File: config.mk
export PLATFORM = sky130hd
export DESIGN_NAME = object_file_record_parser_top
export DESIGN_NICKNAME = d
export VERILOG_FILES = /design/src/rtl/ofrp_pkg.sv /design/src/rtl/object_file_record_parser_top.sv
export SDC_FILE = /design/constraint.sdc
export NUM_CORES = 1
export LEC_CHECK = 0
export BUFFER_PORTS_ARGS = -buffer_cell sky130_fd_sc_hd__clkbuf_2
export CAP_MARGIN = 5
export CORE_MARGIN = 4
export CORE_UTILIZATION = 55
export DETAILED_ROUTE_END_ITERATION = 6
export GPL_TIMING_DRIVEN = 1
export PLACE_DENSITY = 0.79
export SETUP_SLACK_MARGIN = 0.5
export SLEW_MARGIN = 15
export SYNTH_ARGS = -nofsm -noshare
export SYNTH_HDL_FRONTEND = slang
export SYNTH_SLANG_ARGS = --single-unit
export TNS_END_PERCENT = 5
File: constraint.sdc
create_clock -name clk -period 6.1 [get_ports clk]
set_input_delay 0.61 -clock clk [delete_from_list [all_inputs] [get_ports clk]]
set_output_delay 0.61 -clock clk [all_outputs]
set_load 0.01 [all_outputs]
File: src/rtl/ofrp_pkg.sv
// Package for the object-file record parser.
// Holds the phase, record-type and result-kind encodings and the header constants.
// No dependencies.
`default_nettype none

package ofrp_pkg;

    typedef enum logic [3:0] {
        PH_HDR0,
        PH_HDR1,
        PH_ADR0,
        PH_ADR1,
        PH_CNT0,
        PH_CNT1,
        PH_WRD0,
        PH_WRD1,
        PH_LABEL,
        PH_SKIP,
        PH_ERROR
    } phase_t;

    typedef enum logic [1:0] {
        RT_CODE,
        RT_SYMBOL,
        RT_FILE,
        RT_LINE
    } rec_t;

    typedef enum logic [1:0] {
        K_WORD,
        K_LABEL,
        K_EMPTY,
        K_BAD_HDR
    } kind_t;

    localparam int ADDR_W  = 16;
    localparam int CNT_W   = 16;
    localparam int VALUE_W = 16;

    // record headers, first byte then second byte
    localparam logic [7:0] HDR_CODE0 = 8'hCA;
    localparam logic [7:0] HDR_CODE1 = 8'hDE;
    localparam logic [7:0] HDR_DATA  = 8'hDA;
    localparam logic [7:0] HDR_SYM0  = 8'hC3;
    localparam logic [7:0] HDR_SYM1  = 8'hB7;
    localparam logic [7:0] HDR_FILE0 = 8'hF1;
    localparam logic [7:0] HDR_FILE1 = 8'h7E;
    localparam logic [7:0] HDR_LINE0 = 8'h71;
    localparam logic [7:0] HDR_LINE1 = 8'h5E;

    localparam logic [CNT_W-1:0] LINE_SKIP = CNT_W'(6);

endpackage

`default_nettype wire

File: src/rtl/object_file_record_parser_top.sv
// Object-file record parser: decodes a byte stream of object-file records into
// word-write, label-character, empty-label and bad-header requests.
// Depends on ofrp_pkg.
//
// Results are registered: a result appears on the master side in the cycle after the byte that causes it.
// Throughput: one byte per cycle unless the output stalls; the phase machine updates on every accepted byte.
// The single output register stalls input only while it holds an untaken request.
// Reset (rst_n low, asynchronous) returns to waiting for a header and clears the
// output valid; after a bad header the block ignores all bytes until reset.
`default_nettype none

module object_file_record_parser_top
    import ofrp_pkg::*;
(
    input  wire logic        clk,
    input  wire logic        rst_n,
    input  wire logic        s_tvalid,
    output logic             s_tready,
    input  wire logic [7:0]  s_tdata,   // [7:0] stream_byte
    output logic             m_tvalid,
    input  wire logic        m_tready,
    output logic [31:0]      m_tdata,   // [15:0] address, [31:16] value
    output logic [1:0]       m_tuser,   // [1:0] kind
    output logic             m_tlast    // label_last
);

    phase_t             phase_reg, phase_next;
    rec_t               rtype_reg, rtype_next;
    logic [7:0]         held_reg, held_next;
    logic [ADDR_W-1:0]  addr_reg, addr_next;
    logic [CNT_W-1:0]   cnt_reg, cnt_next;

    logic               m_valid_reg, m_valid_next;
    kind_t              m_kind_reg;
    logic [ADDR_W-1:0]  m_addr_reg;
    logic [VALUE_W-1:0] m_value_reg;
    logic               m_last_reg;

    logic               in_acc;
    logic               res_valid;
    kind_t              res_kind;
    logic [ADDR_W-1:0]  res_addr;
    logic [VALUE_W-1:0] res_value;
    logic               res_last;
    logic [15:0]        pair;
    logic               cnt_one;

    assign s_tready = !m_valid_reg || m_tready;
    assign in_acc   = s_tvalid && s_tready;
    assign pair     = {held_reg, s_tdata};
    assign cnt_one  = (cnt_reg == CNT_W'(1));

    // next state of the record phase machine
    always_comb
    begin
        phase_next = phase_reg;
        rtype_next = rtype_reg;
        held_next  = held_reg;
        addr_next  = addr_reg;
        cnt_next   = cnt_reg;
        if (in_acc)
        begin
            unique case (phase_reg) inside
                PH_HDR0, PH_ADR0, PH_CNT0, PH_WRD0:
                begin
                    held_next  = s_tdata;
                    phase_next = phase_t'(phase_reg + 4'd1);
                end
                PH_HDR1:
                begin
                    if ((held_reg == HDR_CODE0 && s_tdata == HDR_CODE1) ||
                        (held_reg == HDR_DATA && s_tdata == HDR_DATA))
                    begin
                        rtype_next = RT_CODE;
                        phase_next = PH_ADR0;
                    end
                    else if (held_reg == HDR_SYM0 && s_tdata == HDR_SYM1)
                    begin
                        rtype_next = RT_SYMBOL;
                        phase_next = PH_ADR0;
                    end
                    else if (held_reg == HDR_FILE0 && s_tdata == HDR_FILE1)
                    begin
                        rtype_next = RT_FILE;
                        phase_next = PH_CNT0;
                    end
                    else if (held_reg == HDR_LINE0 && s_tdata == HDR_LINE1)
                    begin
                        rtype_next = RT_LINE;
                        cnt_next   = LINE_SKIP;
                        phase_next = PH_SKIP;
                    end
                    else
                    begin
                        phase_next = PH_ERROR;
                    end
                end
                PH_ADR1:
                begin
                    addr_next  = ADDR_W'(pair);
                    phase_next = PH_CNT0;
                end
                PH_CNT1:
                begin
                    cnt_next = CNT_W'(pair);
                    if (pair == 16'd0)
                        phase_next = PH_HDR0;
                    else if (rtype_reg == RT_CODE)
                        phase_next = PH_WRD0;
                    else if (rtype_reg == RT_SYMBOL)
                        phase_next = PH_LABEL;
                    else
                        phase_next = PH_SKIP;
                end
                PH_WRD1:
                begin
                    addr_next  = addr_reg + ADDR_W'(1);
                    cnt_next   = cnt_reg - CNT_W'(1);
                    phase_next = cnt_one ? PH_HDR0 : PH_WRD0;
                end
                PH_LABEL, PH_SKIP:
                begin
                    cnt_next = cnt_reg - CNT_W'(1);
                    if (cnt_one)
                        phase_next = PH_HDR0;
                end
                PH_ERROR:
                begin
                    phase_next = PH_ERROR;
                end
                default:
                begin
                    phase_next = PH_HDR0;
                end
            endcase
        end
    end

    // request produced by the accepted byte
    always_comb
    begin
        res_valid = 1'b0;
        res_kind  = K_WORD;
        res_addr  = addr_reg;
        res_value = VALUE_W'(pair);
        res_last  = 1'b0;
        if (in_acc)
        begin
            unique case (phase_reg)
                PH_HDR1:
                begin
                    if (!((held_reg == HDR_CODE0 && s_tdata == HDR_CODE1) ||
                          (held_reg == HDR_DATA && s_tdata == HDR_DATA) ||
                          (held_reg == HDR_SYM0 && s_tdata == HDR_SYM1) ||
                          (held_reg == HDR_FILE0 && s_tdata == HDR_FILE1) ||
                          (held_reg == HDR_LINE0 && s_tdata == HDR_LINE1)))
                    begin
                        res_valid = 1'b1;
                        res_kind  = K_BAD_HDR;
                        res_addr  = '0;
                    end
                end
                PH_CNT1:
                begin
                    if (rtype_reg == RT_SYMBOL && pair == 16'd0)
                    begin
                        res_valid = 1'b1;
                        res_kind  = K_EMPTY;
                        res_value = '0;
                        res_last  = 1'b1;
                    end
                end
                PH_WRD1:
                begin
                    res_valid = 1'b1;
                end
                PH_LABEL:
                begin
                    res_valid = 1'b1;
                    res_kind  = K_LABEL;
                    res_value = VALUE_W'(s_tdata);
                    res_last  = cnt_one;
                end
                default:
                begin
                    res_valid = 1'b0;
                end
            endcase
        end
    end

    assign m_valid_next = res_valid || (m_valid_reg && !m_tready);

    always_ff @(posedge clk or negedge rst_n)
    begin
        if (!rst_n)
        begin
            phase_reg   <= PH_HDR0;
            rtype_reg   <= RT_CODE;
            held_reg    <= '0;
            addr_reg    <= '0;
            cnt_reg     <= '0;
            m_valid_reg <= 1'b0;
        end
        else
        begin
            phase_reg   <= phase_next;
            rtype_reg   <= rtype_next;
            held_reg    <= held_next;
            addr_reg    <= addr_next;
            cnt_reg     <= cnt_next;
            m_valid_reg <= m_valid_next;
        end
    end

    always_ff @(posedge clk)
    begin
        if (res_valid)
        begin
            m_kind_reg  <= res_kind;
            m_addr_reg  <= res_addr;
            m_value_reg <= res_value;
            m_last_reg  <= res_last;
        end
    end

    assign m_tvalid = m_valid_reg;
    assign m_tdata  = {m_value_reg, m_addr_reg};
    assign m_tuser  = m_kind_reg;
    assign m_tlast  = m_last_reg;

    // a bad header locks the parser until reset
    a_error_sticky: assert property (@(posedge clk) disable iff (!rst_n)
        phase_reg == PH_ERROR |=> phase_reg == PH_ERROR)
        else $error("parser left error phase");

    // every second word byte yields a write request
    a_word_emits: assert property (@(posedge clk) disable iff (!rst_n)
        in_acc && phase_reg == PH_WRD1 |=> m_tvalid && m_tuser == K_WORD)
        else $error("word byte produced no write request");

    // last label character is flagged and ends the record
    a_label_last: assert property (@(posedge clk) disable iff (!rst_n)
        in_acc && phase_reg == PH_LABEL && cnt_one |=>
            m_tvalid && m_tlast && phase_reg == PH_HDR0)
        else $error("final label character mishandled");

    // tlast only marks label requests
    a_last_kind: assert property (@(posedge clk) disable iff (!rst_n)
        m_tvalid && m_tlast |-> m_tuser == K_LABEL || m_tuser == K_EMPTY)
        else $error("tlast on non-label request");

endmodule

`default_nettype wire
[Word level (Yosys, flattened, before mapping)]
Cells that the tools add are included.
Word-level totals
  word-level logic and storage cells: 105
  input bits: 12
  register bits: 82
  output and inout bits: 37
Cells by class
  reduce and logical (&&, ||, !) cells: 31
  muxes and demuxes: 34
  add/sub/neg operators: 3
  equality and inequality tests: 27
Operator list (number)
  16-bit 2-to-1 mux: 9
  16-bit one-hot mux with 2 select lines: 2
  8-bit equality test, second input constant: 7
  16-bit one-hot mux with 3 select lines: 1
  4-bit one-hot mux with 7 select lines: 1
  8-bit by 7-bit equality test with 1-bit output, second input constant: 3
  4-bit 2-to-1 mux: 6
  16-bit by 1-bit adder with 16-bit output, second input constant: 1
  16-bit by 1-bit equality test with 1-bit output, second input constant: 1
  4-bit by 3-bit equality test with 1-bit output, second input constant: 4
  16-bit zero test: 1
  16-bit by 1-bit subtractor with 16-bit output, second input constant: 1
  2-bit 2-to-1 mux: 7
  4-bit equality test, second input constant: 3
  4-bit by 2-bit equality test with 1-bit output, second input constant: 2
  1-bit logical AND: 8
  2-bit != test, second input constant: 4
  1-bit logical OR: 6
  2-bit one-hot mux with 3 select lines: 1
  2-bit AND reduction: 3
  6-bit AND reduction: 1
  4-bit by 1-bit adder with 4-bit output, second input constant: 1
  4-bit by 1-bit equality test with 1-bit output, second input constant: 1
  4-bit zero test: 1
  15 further kinds: 20

[Logic depth before layout (Yosys ltp)]
Gate-level depths: netlist of the first run.
  word-level depth: 10
  depth in mapped cells: 9
  mapped depth without buffers: 7

[Worst setup path before layout of the first run]
Ideal clock, no wire load.
  path type: input port to flip-flop
  start: input port s_tdata[2]
  end: register m_addr_reg[0] (enable)
  buffers on the path: 1
  slack: 1662 ps
  required time: 5656 ps
  library setup time: 444 ps
  arrival: 3995 ps
  cell stages on the path: 5
  cell sequence: buf_2 > or4_1 > or4_4 > or4b_4 > o221ai_1
On the way
  word-level cells in the longest chain between the ends: 9
  elaborated cells between the ends (all ways): 20
  those cells by class: eq/ne (5); mux (4); reduce/logical (11)
RTL lines
  start: declaration: line object_file_record_parser_top.sv:19  | input wire logic [7:0] s_tdata,
  8-bit equality test, on equally long branches: line object_file_record_parser_top.sv:152, object_file_record_parser_top.sv:153
  1-bit logical AND, on equally long branches: line object_file_record_parser_top.sv:152, object_file_record_parser_top.sv:153
  1-bit logical OR: line object_file_record_parser_top.sv:152  | if (!((held_reg == HDR_CODE0 && s_tdata == HDR_CODE1) ||
  1-bit logical OR: line object_file_record_parser_top.sv:153  | (held_reg == HDR_DATA && s_tdata == HDR_DATA) ||
  1-bit logical OR: line object_file_record_parser_top.sv:154  | (held_reg == HDR_SYM0 && s_tdata == HDR_SYM1) ||
  1-bit logical OR: line object_file_record_parser_top.sv:155  | (held_reg == HDR_FILE0 && s_tdata == HDR_FILE1) ||
  1-bit 2-to-1 mux: line object_file_record_parser_top.sv:152
  1-bit one-hot mux with 3 select lines *: line object_file_record_parser_top.sv:149  | unique case (phase_reg)
  1-bit 2-to-1 mux *: line object_file_record_parser_top.sv:147  | if (in_acc)
  named net res_valid: line object_file_record_parser_top.sv:40  | logic res_valid;
  end signal: assignment: line object_file_record_parser_top.sv:221  | m_addr_reg <= res_addr;
  end: declaration: line object_file_record_parser_top.sv:35  | logic [ADDR_W-1:0] m_addr_reg;
Mark *: on every way through the listed nets, which the timed path passes. The rest lies on a longest branch.
A chain may end at the register's enable or synchronous reset.

[Final worst setup path of the first run]
  start: register held_reg[5]
  end: register m_addr_reg[10] (enable)
On the way
  word-level cells in the longest chain between the ends: 9
  elaborated cells between the ends (all ways): 20
  those cells by class: eq/ne (5); mux (4); reduce/logical (11)
RTL lines
  start: declaration: line object_file_record_parser_top.sv:29  | logic [7:0] held_reg, held_next;
  start signal: assignment: line object_file_record_parser_top.sv:209  | held_reg <= held_next;
  8-bit equality test, on equally long branches: line object_file_record_parser_top.sv:152, object_file_record_parser_top.sv:153
  1-bit logical AND, on equally long branches: line object_file_record_parser_top.sv:152, object_file_record_parser_top.sv:153
  1-bit logical OR: line object_file_record_parser_top.sv:152
  1-bit logical OR: line object_file_record_parser_top.sv:153
  1-bit logical OR: line object_file_record_parser_top.sv:154
  1-bit logical OR: line object_file_record_parser_top.sv:155
  1-bit 2-to-1 mux: line object_file_record_parser_top.sv:152
  1-bit one-hot mux with 3 select lines *: line object_file_record_parser_top.sv:149
  1-bit 2-to-1 mux *: line object_file_record_parser_top.sv:147
  named net res_valid: line object_file_record_parser_top.sv:40
Marked as above.

==> flow_metrics.env, run 1 <==
export IMPL_min_period_over_period=0.549
export IMPL_cts_root_buffer="clkbuf_8"
export IMPL_clock_skew_ps=6.90
export IMPL_synth_area_um2=4370
export IMPL_ys_ff_latch=82
export IMPL_synthArstFlopShare=0.573
export IMPL_endpoint="m_addr_reg[10]"
export IMPL_core_um2=7730
export IMPL_leakage_nw=1.91
export IMPL_syn_nets=459
export IMPL_synth_cell_type_count=60
export IMPL_cellPowerDensity_nw_per_um2=488
export IMPL_seq_area_um2=2230
export IMPL_r2r_slack_ps=2750
export IMPL_die_w_um=97.1
export IMPL_hold_ws_ps=350
export IMPL_yosysWarnings=0
export IMPL_final_setup_viol_count=0
export IMPL_tightest_slew_ps=827
export IMPL_outcome="complete, no violations"
export IMPL_cts_htree_levels=3
export IMPL_drtIter0Drc=359
export IMPL_clock_latency_ps=360
export IMPL_initial_core_util=0.565
export IMPL_chipHeight_um=97.1
export IMPL_clkSinkCount=82
export IMPL_critPathLaunchType="flip-flop"
export IMPL_yosysTopAreaCell="dfrtp_1"
export IMPL_synth_area_leaders="dfrtp_1 (27%), edfxtp_1 (24%), a21oi_1 (4.0%)"
export IMPL_dp_hpwl_mm=7.75
export IMPL_grt_max_degree=48
export IMPL_routed_wl_mm=11.4
export IMPL_layout_drive_gt1_share=0.185
export IMPL_clk_pin_slew_ps=90
export IMPL_grt_usage=0.247
export IMPL_period_minus_slack_ps=3350
export IMPL_grt_pass1_wl_mm=18.7
export IMPL_synth_top_area_share=0.269
export IMPL_cp_data_required_time_ps=6170
export IMPL_rows=32
export IMPL_ctsResizeCount=0
export IMPL_crit_arrival_ps=3420
export IMPL_die_area_um2=9430
export IMPL_vias_per_cell=6.66
export IMPL_slew_headroom=0.443
export IMPL_maxCapViolations=0
export IMPL_io_pins=49
export IMPL_antenna_found_initial=0
export IMPL_cts_tree="yes"
export IMPL_cts_setup_buffers=0
export IMPL_cts_buffers_inserted=9
export IMPL_fmax_mhz=299
export IMPL_crit_path_end_kind="flip-flop"
export IMPL_multi_input_area_um2=1970
export IMPL_worstReg2RegStart="held_reg[5]"
export IMPL_grt_ovfl_total=0
export IMPL_fillers=653
export IMPL_seq_area_frac_synth=0.510
export IMPL_syn_to_final_growth_pct=12.1
export IMPL_final_hold_viol_count=0
export IMPL_globalplace_congestion=0.916
export IMPL_final_nets=494
export IMPL_synth_enable_flop_cells=35
export IMPL_r2r_end="m_addr_reg[10]"
export IMPL_syn_area_per_cell_um2=9.92
export IMPL_antenna_cells=0
export IMPL_hold_class="in2async"
export IMPL_worstSetupPathType="reg2reg"
export IMPL_clock_path_buffers=2
export IMPL_ys_flop_type="dfrtp_1"
export IMPL_cts_hold_buffers=0
export IMPL_vias=3876
export IMPL_netlist_instances=440
export IMPL_setup_tns_ps=0
export IMPL_worst_r2r_cell_count=5
export IMPL_ant_nets=0
export IMPL_ir_worst_vdd_mv=0.247
export IMPL_post_drt_wl_per_cell_um=19.6
export IMPL_drc_errors=0
export IMPL_cp_max_fo=18
export IMPL_rsz0062_at_grt="no"
export IMPL_io_buffers=48
export IMPL_slew_violations=0
export IMPL_drtPass1Iterations=5
export IMPL_grt_pass1_vias=3650
export IMPL_critPathLaunch="held_reg[5]"
metal layers:
metal,share of wire,vias up,track usage
met2,0.48,264,0.391
met3,0.10,35,0.0481
met5,0,-,0
met1,0.40,1854,0.343
met4,0.022,0,0.0842
li1,-,1723,-
synth_stat cells (all sizes together) (3+ instances only):
library cell,n
inv,16
a32oi,7
clkbuf,26
or4,7
edfxtp,35
and2,24
buf,4
nand4b,4
a21oi,35
o31ai,8
a22oi,6
nor2,31
a31oi,13
mux2,10
nor4,8
o22ai,5
o21ai,34
ha,7
nand3,17
nand2b,5
nor3,16
nor2b,3
nand4,5
nand2,25
dfrtp,47
o22a,3
and3,3
final cells by class:
type / count / area share
Inverter: 16 / 0.0123
Clock inverter: 5 / 0.0128
Clock buffer: 11 / 0.0289
Sequential cell: 82 / 0.455
Tap cell: 102 / 0.0261
Timing Repair Buffer: 54 / 0.0624
Multi-Input combinational cell: 312 / 0.403
cells in the final DEF (no fill, tap or decap), drive strengths merged, types with 4 or more instances in the layout:
| cell type | count |
|---|---|
| nand2b | 5 |
| a32oi | 7 |
| buf | 6 |
| o22ai | 5 |
| dfrtp | 47 |
| nand3 | 17 |
| a31oi | 13 |
| or4 | 7 |
| a21oi | 35 |
| nand4 | 5 |
| inv | 17 |
| and2 | 24 |
| a22oi | 6 |
| o21ai | 34 |
| o31ai | 8 |
| ha | 7 |
| nand4b | 4 |
| nor2 | 31 |
| mux2 | 10 |
| nand2 | 25 |
| nor4 | 8 |
| edfxtp | 35 |
| clkbuf | 59 |
| nor3 | 16 |
cell families after synthesis:
family          count (synthesis)  share of synthesized area
buf+inv                        46                     0.0424
fa+ha+maj                       7                     0.0201
compound gates                132                      0.191
simple gates                  160                      0.204
flops                          82                      0.510
mux                            11                     0.0281
xor+xnor                        2                    0.00401
where the power goes:
| group | switching (mW) | internal [mW] | total, mW | leakage, nW |
|---|---|---|---|---|
| clock network | 0.209 | 0.203 | 0.412 | 0.0962 |
| registers | 0.229 | 0.819 | 1.05 | 0.891 |
| logic | 0.544 | 0.384 | 0.928 | 0.921 |
| total | 0.981 | 1.41 | 2.39 | 1.91 |
worst max-delay path, cell delays in order (launching register included):
cell,delay (ps)
dfrtp_1,490
or4_4,570
or4_4,580
or4b_4,540
o221ai_4,630
buf_16,230
per-stage QoR:
stage	area, um2	util	worst slack (ps)	power, mW	cells
2_1_floorplan	4370	-	1660	1.65	440
3_3_place_gp	4660	0.603	2420	1.91	565
3_5_place_dp	4660	0.603	2380	1.95	565
4_1_cts	4870	0.630	2590	2.35	581
5_1_grt	4890	0.633	2630	2.55	582
6_report	4890	0.633	2750	2.39	582
worst min-delay path by stage:
| stage | to | slack [ps] | depth (start not counted) |
|---|---|---|---|
| floorplan | addr_reg[0] | 310 | 0 |
| global placement | cnt_reg[15] | 480 | 2 |
| detailed placement | cnt_reg[15] | 500 | 2 |
| CTS | cnt_reg[12] | 370 | 2 |
| global route | cnt_reg[15] | 400 | 2 |
| finish | cnt_reg[12] | 350 | 2 |
Power figures use the tool's default switching activity.
==> run 2: changes to the inputs <==
--- a/config.mk
+++ b/config.mk
@@ -5,13 +5,14 @@
 export SDC_FILE = /design/constraint.sdc
 export NUM_CORES = 1
 export LEC_CHECK = 0
+export ABC_AREA = 1
 export BUFFER_PORTS_ARGS = -buffer_cell sky130_fd_sc_hd__clkbuf_2
 export CAP_MARGIN = 5
 export CORE_MARGIN = 4
 export CORE_UTILIZATION = 55
 export DETAILED_ROUTE_END_ITERATION = 6
 export GPL_TIMING_DRIVEN = 1
-export PLACE_DENSITY = 0.79
+export PLACE_DENSITY = 0.78
 export SETUP_SLACK_MARGIN = 0.5
 export SLEW_MARGIN = 15
 export SYNTH_ARGS = -nofsm -noshare
==> constraint.sdc (replaced) <==
create_clock -name clk -period 3.2 [get_ports clk]
set_input_delay 0.32 -clock clk [delete_from_list [all_inputs] [get_ports clk]]
set_output_delay 0.32 -clock clk [all_outputs]
set_load 0.01 [all_outputs]
==> flow_metrics.env, run 2 <==
export IMPL_outcome="complete, no violations"
export IMPL_io_buffers=48
export IMPL_synth_area_um2=4780
export IMPL_crit_path_end_kind="flip-flop"
export IMPL_seqPwrFrac=0.388
export IMPL_period_minus_slack_ps=2490
export IMPL_ys_ff_latch=82
export IMPL_ys_flop_type="dfrtp_1"
export IMPL_slew_violations=0
export IMPL_grt_usage=0.259
export IMPL_clk_pin_slew_ps=90
export IMPL_grt_pass1_vias=4276
export IMPL_p_int_mw=2.60
export IMPL_leakage_nw=2.54
export IMPL_ir_worst_vdd_mv=0.479
export IMPL_cp_max_fo=24
export IMPL_cts_htree_levels=3
export IMPL_yosysTopAreaCell="dfrtp_1"
export IMPL_rows=33
export IMPL_vias=4453
export IMPL_syn_area_per_cell_um2=7.52
export IMPL_clockPowerShare=0.145
export IMPL_final_hold_viol_count=0
export IMPL_critPathLaunchType="flip-flop"
export IMPL_grt_met2_usage=0.434
export IMPL_cts_tree="yes"
export IMPL_post_drt_wl_per_cell_um=16.0
export IMPL_p_sw_frac=0.475
export IMPL_drtPass1Iterations=5
export IMPL_synth_top_area_share=0.246
export IMPL_cellPowerDensity_nw_per_um2=942
export IMPL_layout_drive_gt1_share=0.128
export IMPL_global_route_usage_met1=0.344
export IMPL_initial_core_util=0.574
export IMPL_setup_tns_ps=0
export IMPL_die_area_um2=10300
export IMPL_drc_errors=0
export IMPL_holdPathStages=1
export IMPL_layout_commonest_cell="nand2_1"
export IMPL_globalplace_congestion=0.985
export IMPL_worstSetupPathType="reg2reg"
export IMPL_synthArstFlopShare=0.573
export IMPL_seq_area_frac_synth=0.465
export IMPL_slew_headroom=0.573
export IMPL_synth_most_common_cell="nand2_1"
export IMPL_rsz0062_at_grt="yes"
export IMPL_antenna_found_initial=0
export IMPL_grt_busiest_layer="met2"
export IMPL_min_period_over_period=0.780
export IMPL_cts_root_buffer="clkbuf_8"
export IMPL_io_pins=49
export IMPL_layout_common_cells="nand2_1 (186), inv_1 (83), nor2_1 (74), clkbuf_2 (48), dfrtp_1 (47)"
export IMPL_synth_cell_type_count=36
export IMPL_cts_buffers_inserted=9
export IMPL_synth_top_family_by_area="simple AND/OR/NAND/NOR gates"
export IMPL_fmax_mhz=401
export IMPL_worst_r2r_cell_count=9
export IMPL_clock_path_buffers=2
export IMPL_final_nets=695
export IMPL_synth_area_leaders="dfrtp_1 (25%), edfxtp_1 (22%), nand2_1 (15%)"
export IMPL_synth_simple_area_share=0.291
export IMPL_drtIter0Drc=271
export IMPL_grt_pass1_wl_mm=20.9
export IMPL_clkSinkCount=82
export IMPL_ant_nets=0
export IMPL_grt_ovfl_total=0
export IMPL_p_sw_mw=2.36
export IMPL_antenna_cells=0
export IMPL_cp_data_required_time_ps=3470
export IMPL_routed_wl_mm=12.6
export IMPL_netlist_instances=636
export IMPL_core_um2=8340
export IMPL_grtUsageMet3=0.0337
export IMPL_final_setup_viol_count=0
export IMPL_vias_per_cell=5.67
export IMPL_synth_xor_area_frac=0.0128
export IMPL_maxCapViolations=0
export IMPL_tightest_slew_ps=640
export IMPL_clock_latency_ps=360
export IMPL_chipHeight_um=101
export IMPL_hold_class="in2reg"
export IMPL_dp_hpwl_mm=9.27
export IMPL_synth_compound_area_frac=0.116
export IMPL_die_w_um=101
export IMPL_ys_top_cells_by_count="nand2_1 (186), inv_1 (83), nor2_1 (74), dfrtp_1 (47), o21ai_0 (45)"
export IMPL_place_area_um2=5060
export IMPL_synth_enable_flop_cells=35
export IMPL_syn_to_final_growth_pct=9.99
export IMPL_yosysWarnings=0
export IMPL_muxShareOfSynthArea=0.00209
export IMPL_final_area_um2=5260
export IMPL_synthAdderAreaFrac=0.0183
export IMPL_crit_arrival_ps=2770
export IMPL_combPwrFrac=0.468
export IMPL_syn_nets=655
export IMPL_fin_util=0.631
export IMPL_clock_skew_ps=12.3
export IMPL_grt_max_degree=36
run 2: cell count changes after synthesis, moves of 13 or more:
cell     delta
and2_1     -24
inv_1      +67
nand2_1   +161
nand3_1    +23
nor2_1     +43
o21ai_0    +13
run 2: cells by family (layout without fill, tap and decap cells):
| group | Yosys count | after routing |
|---|---|---|
| AO/OA/AOI/OAI | 99 | 99 |
| buffers and inverters | 111 | 156 |
| multiplexers | 1 | 1 |
| adder cells (fa/ha/maj) | 7 | 7 |
| XOR/XNOR | 7 | 7 |
| AND/OR/NAND/NOR | 329 | 329 |
| flip-flops | 82 | 82 |
run 2: final timing paths:
path	slack, ps	start	end
worst min register to register	520	cnt_reg[12]	cnt_reg[12]
min in group asynchronous	510	rst_n	cnt_reg[12]
worst max register to register	710	phase_reg[1]	cnt_reg[2]
worst max-delay path	710	phase_reg[1]	cnt_reg[2]
max in group asynchronous	1910	rst_n	addr_reg[0]
worst min-delay path	220	s_tdata[5]	m_value_reg[5]
run 2: critical path, cell delays in order, from the launching register on:
cell	delay [ps]
dfrtp_1	420
ha_1	270
nand2_2	100
nor2_4	350
inv_2	270
nand2_2	350
o21ai_0	220
o21ai_0	210
nor2_1	70
o21ai_0	150
run 2: timing repair:
item                                    4_1_cts  5_1_grt
buffers inserted                              0        0
hold endpoints to repair                     22        0
gates resized for setup                       0        1
hold buffers                                  1        0
endpoints found under the setup margin        0       36
run 2: routing by layer:
metal | vias to the layer above | part of all wire
met1 | 2059 | 0.42
met5 | - | 0
met4 | 0 | 0.024
met3 | 44 | 0.079
met2 | 221 | 0.48
li1 | 2129 | -
run 2: layout make-up:
| cell class | instances | area (um2) |
|---|---|---|
| clock buffers | 10 | 138 |
| clock inverters | 6 | 48.8 |
| fillers | 737 | 3080 |
| inverters | 87 | 329 |
| multi-input cells | 443 | 2100 |
| flip-flops and latches | 82 | 2230 |
| well taps | 105 | 131 |
| repair buffers | 53 | 284 |
run 2: power by group through the flow:
stage	Clock, mW	Combinational (mW)	Sequential [mW]
finish	0.717	2.32	1.92
global route	0.770	2.68	1.97
CTS	0.724	2.30	1.91
detailed placement	0	2.29	1.92
global placement	0	2.25	1.91
floorplan	0	1.70	1.88
run 2: stage by stage:
| stage | total power [mW] | hold WS, ps | worst slack [ps] | instances |
|---|---|---|---|---|
| final | 4.96 | 223 | 705 | 786 |
| after detailed placement | 4.22 | 370 | 696 | 769 |
| after CTS | 4.93 | 217 | 677 | 786 |
| after global routing | 5.42 | 240 | 485 | 786 |
| after global placement | 4.16 | 357 | 781 | 769 |
| after floorplan | 3.57 | 24.4 | 846 | 636 |
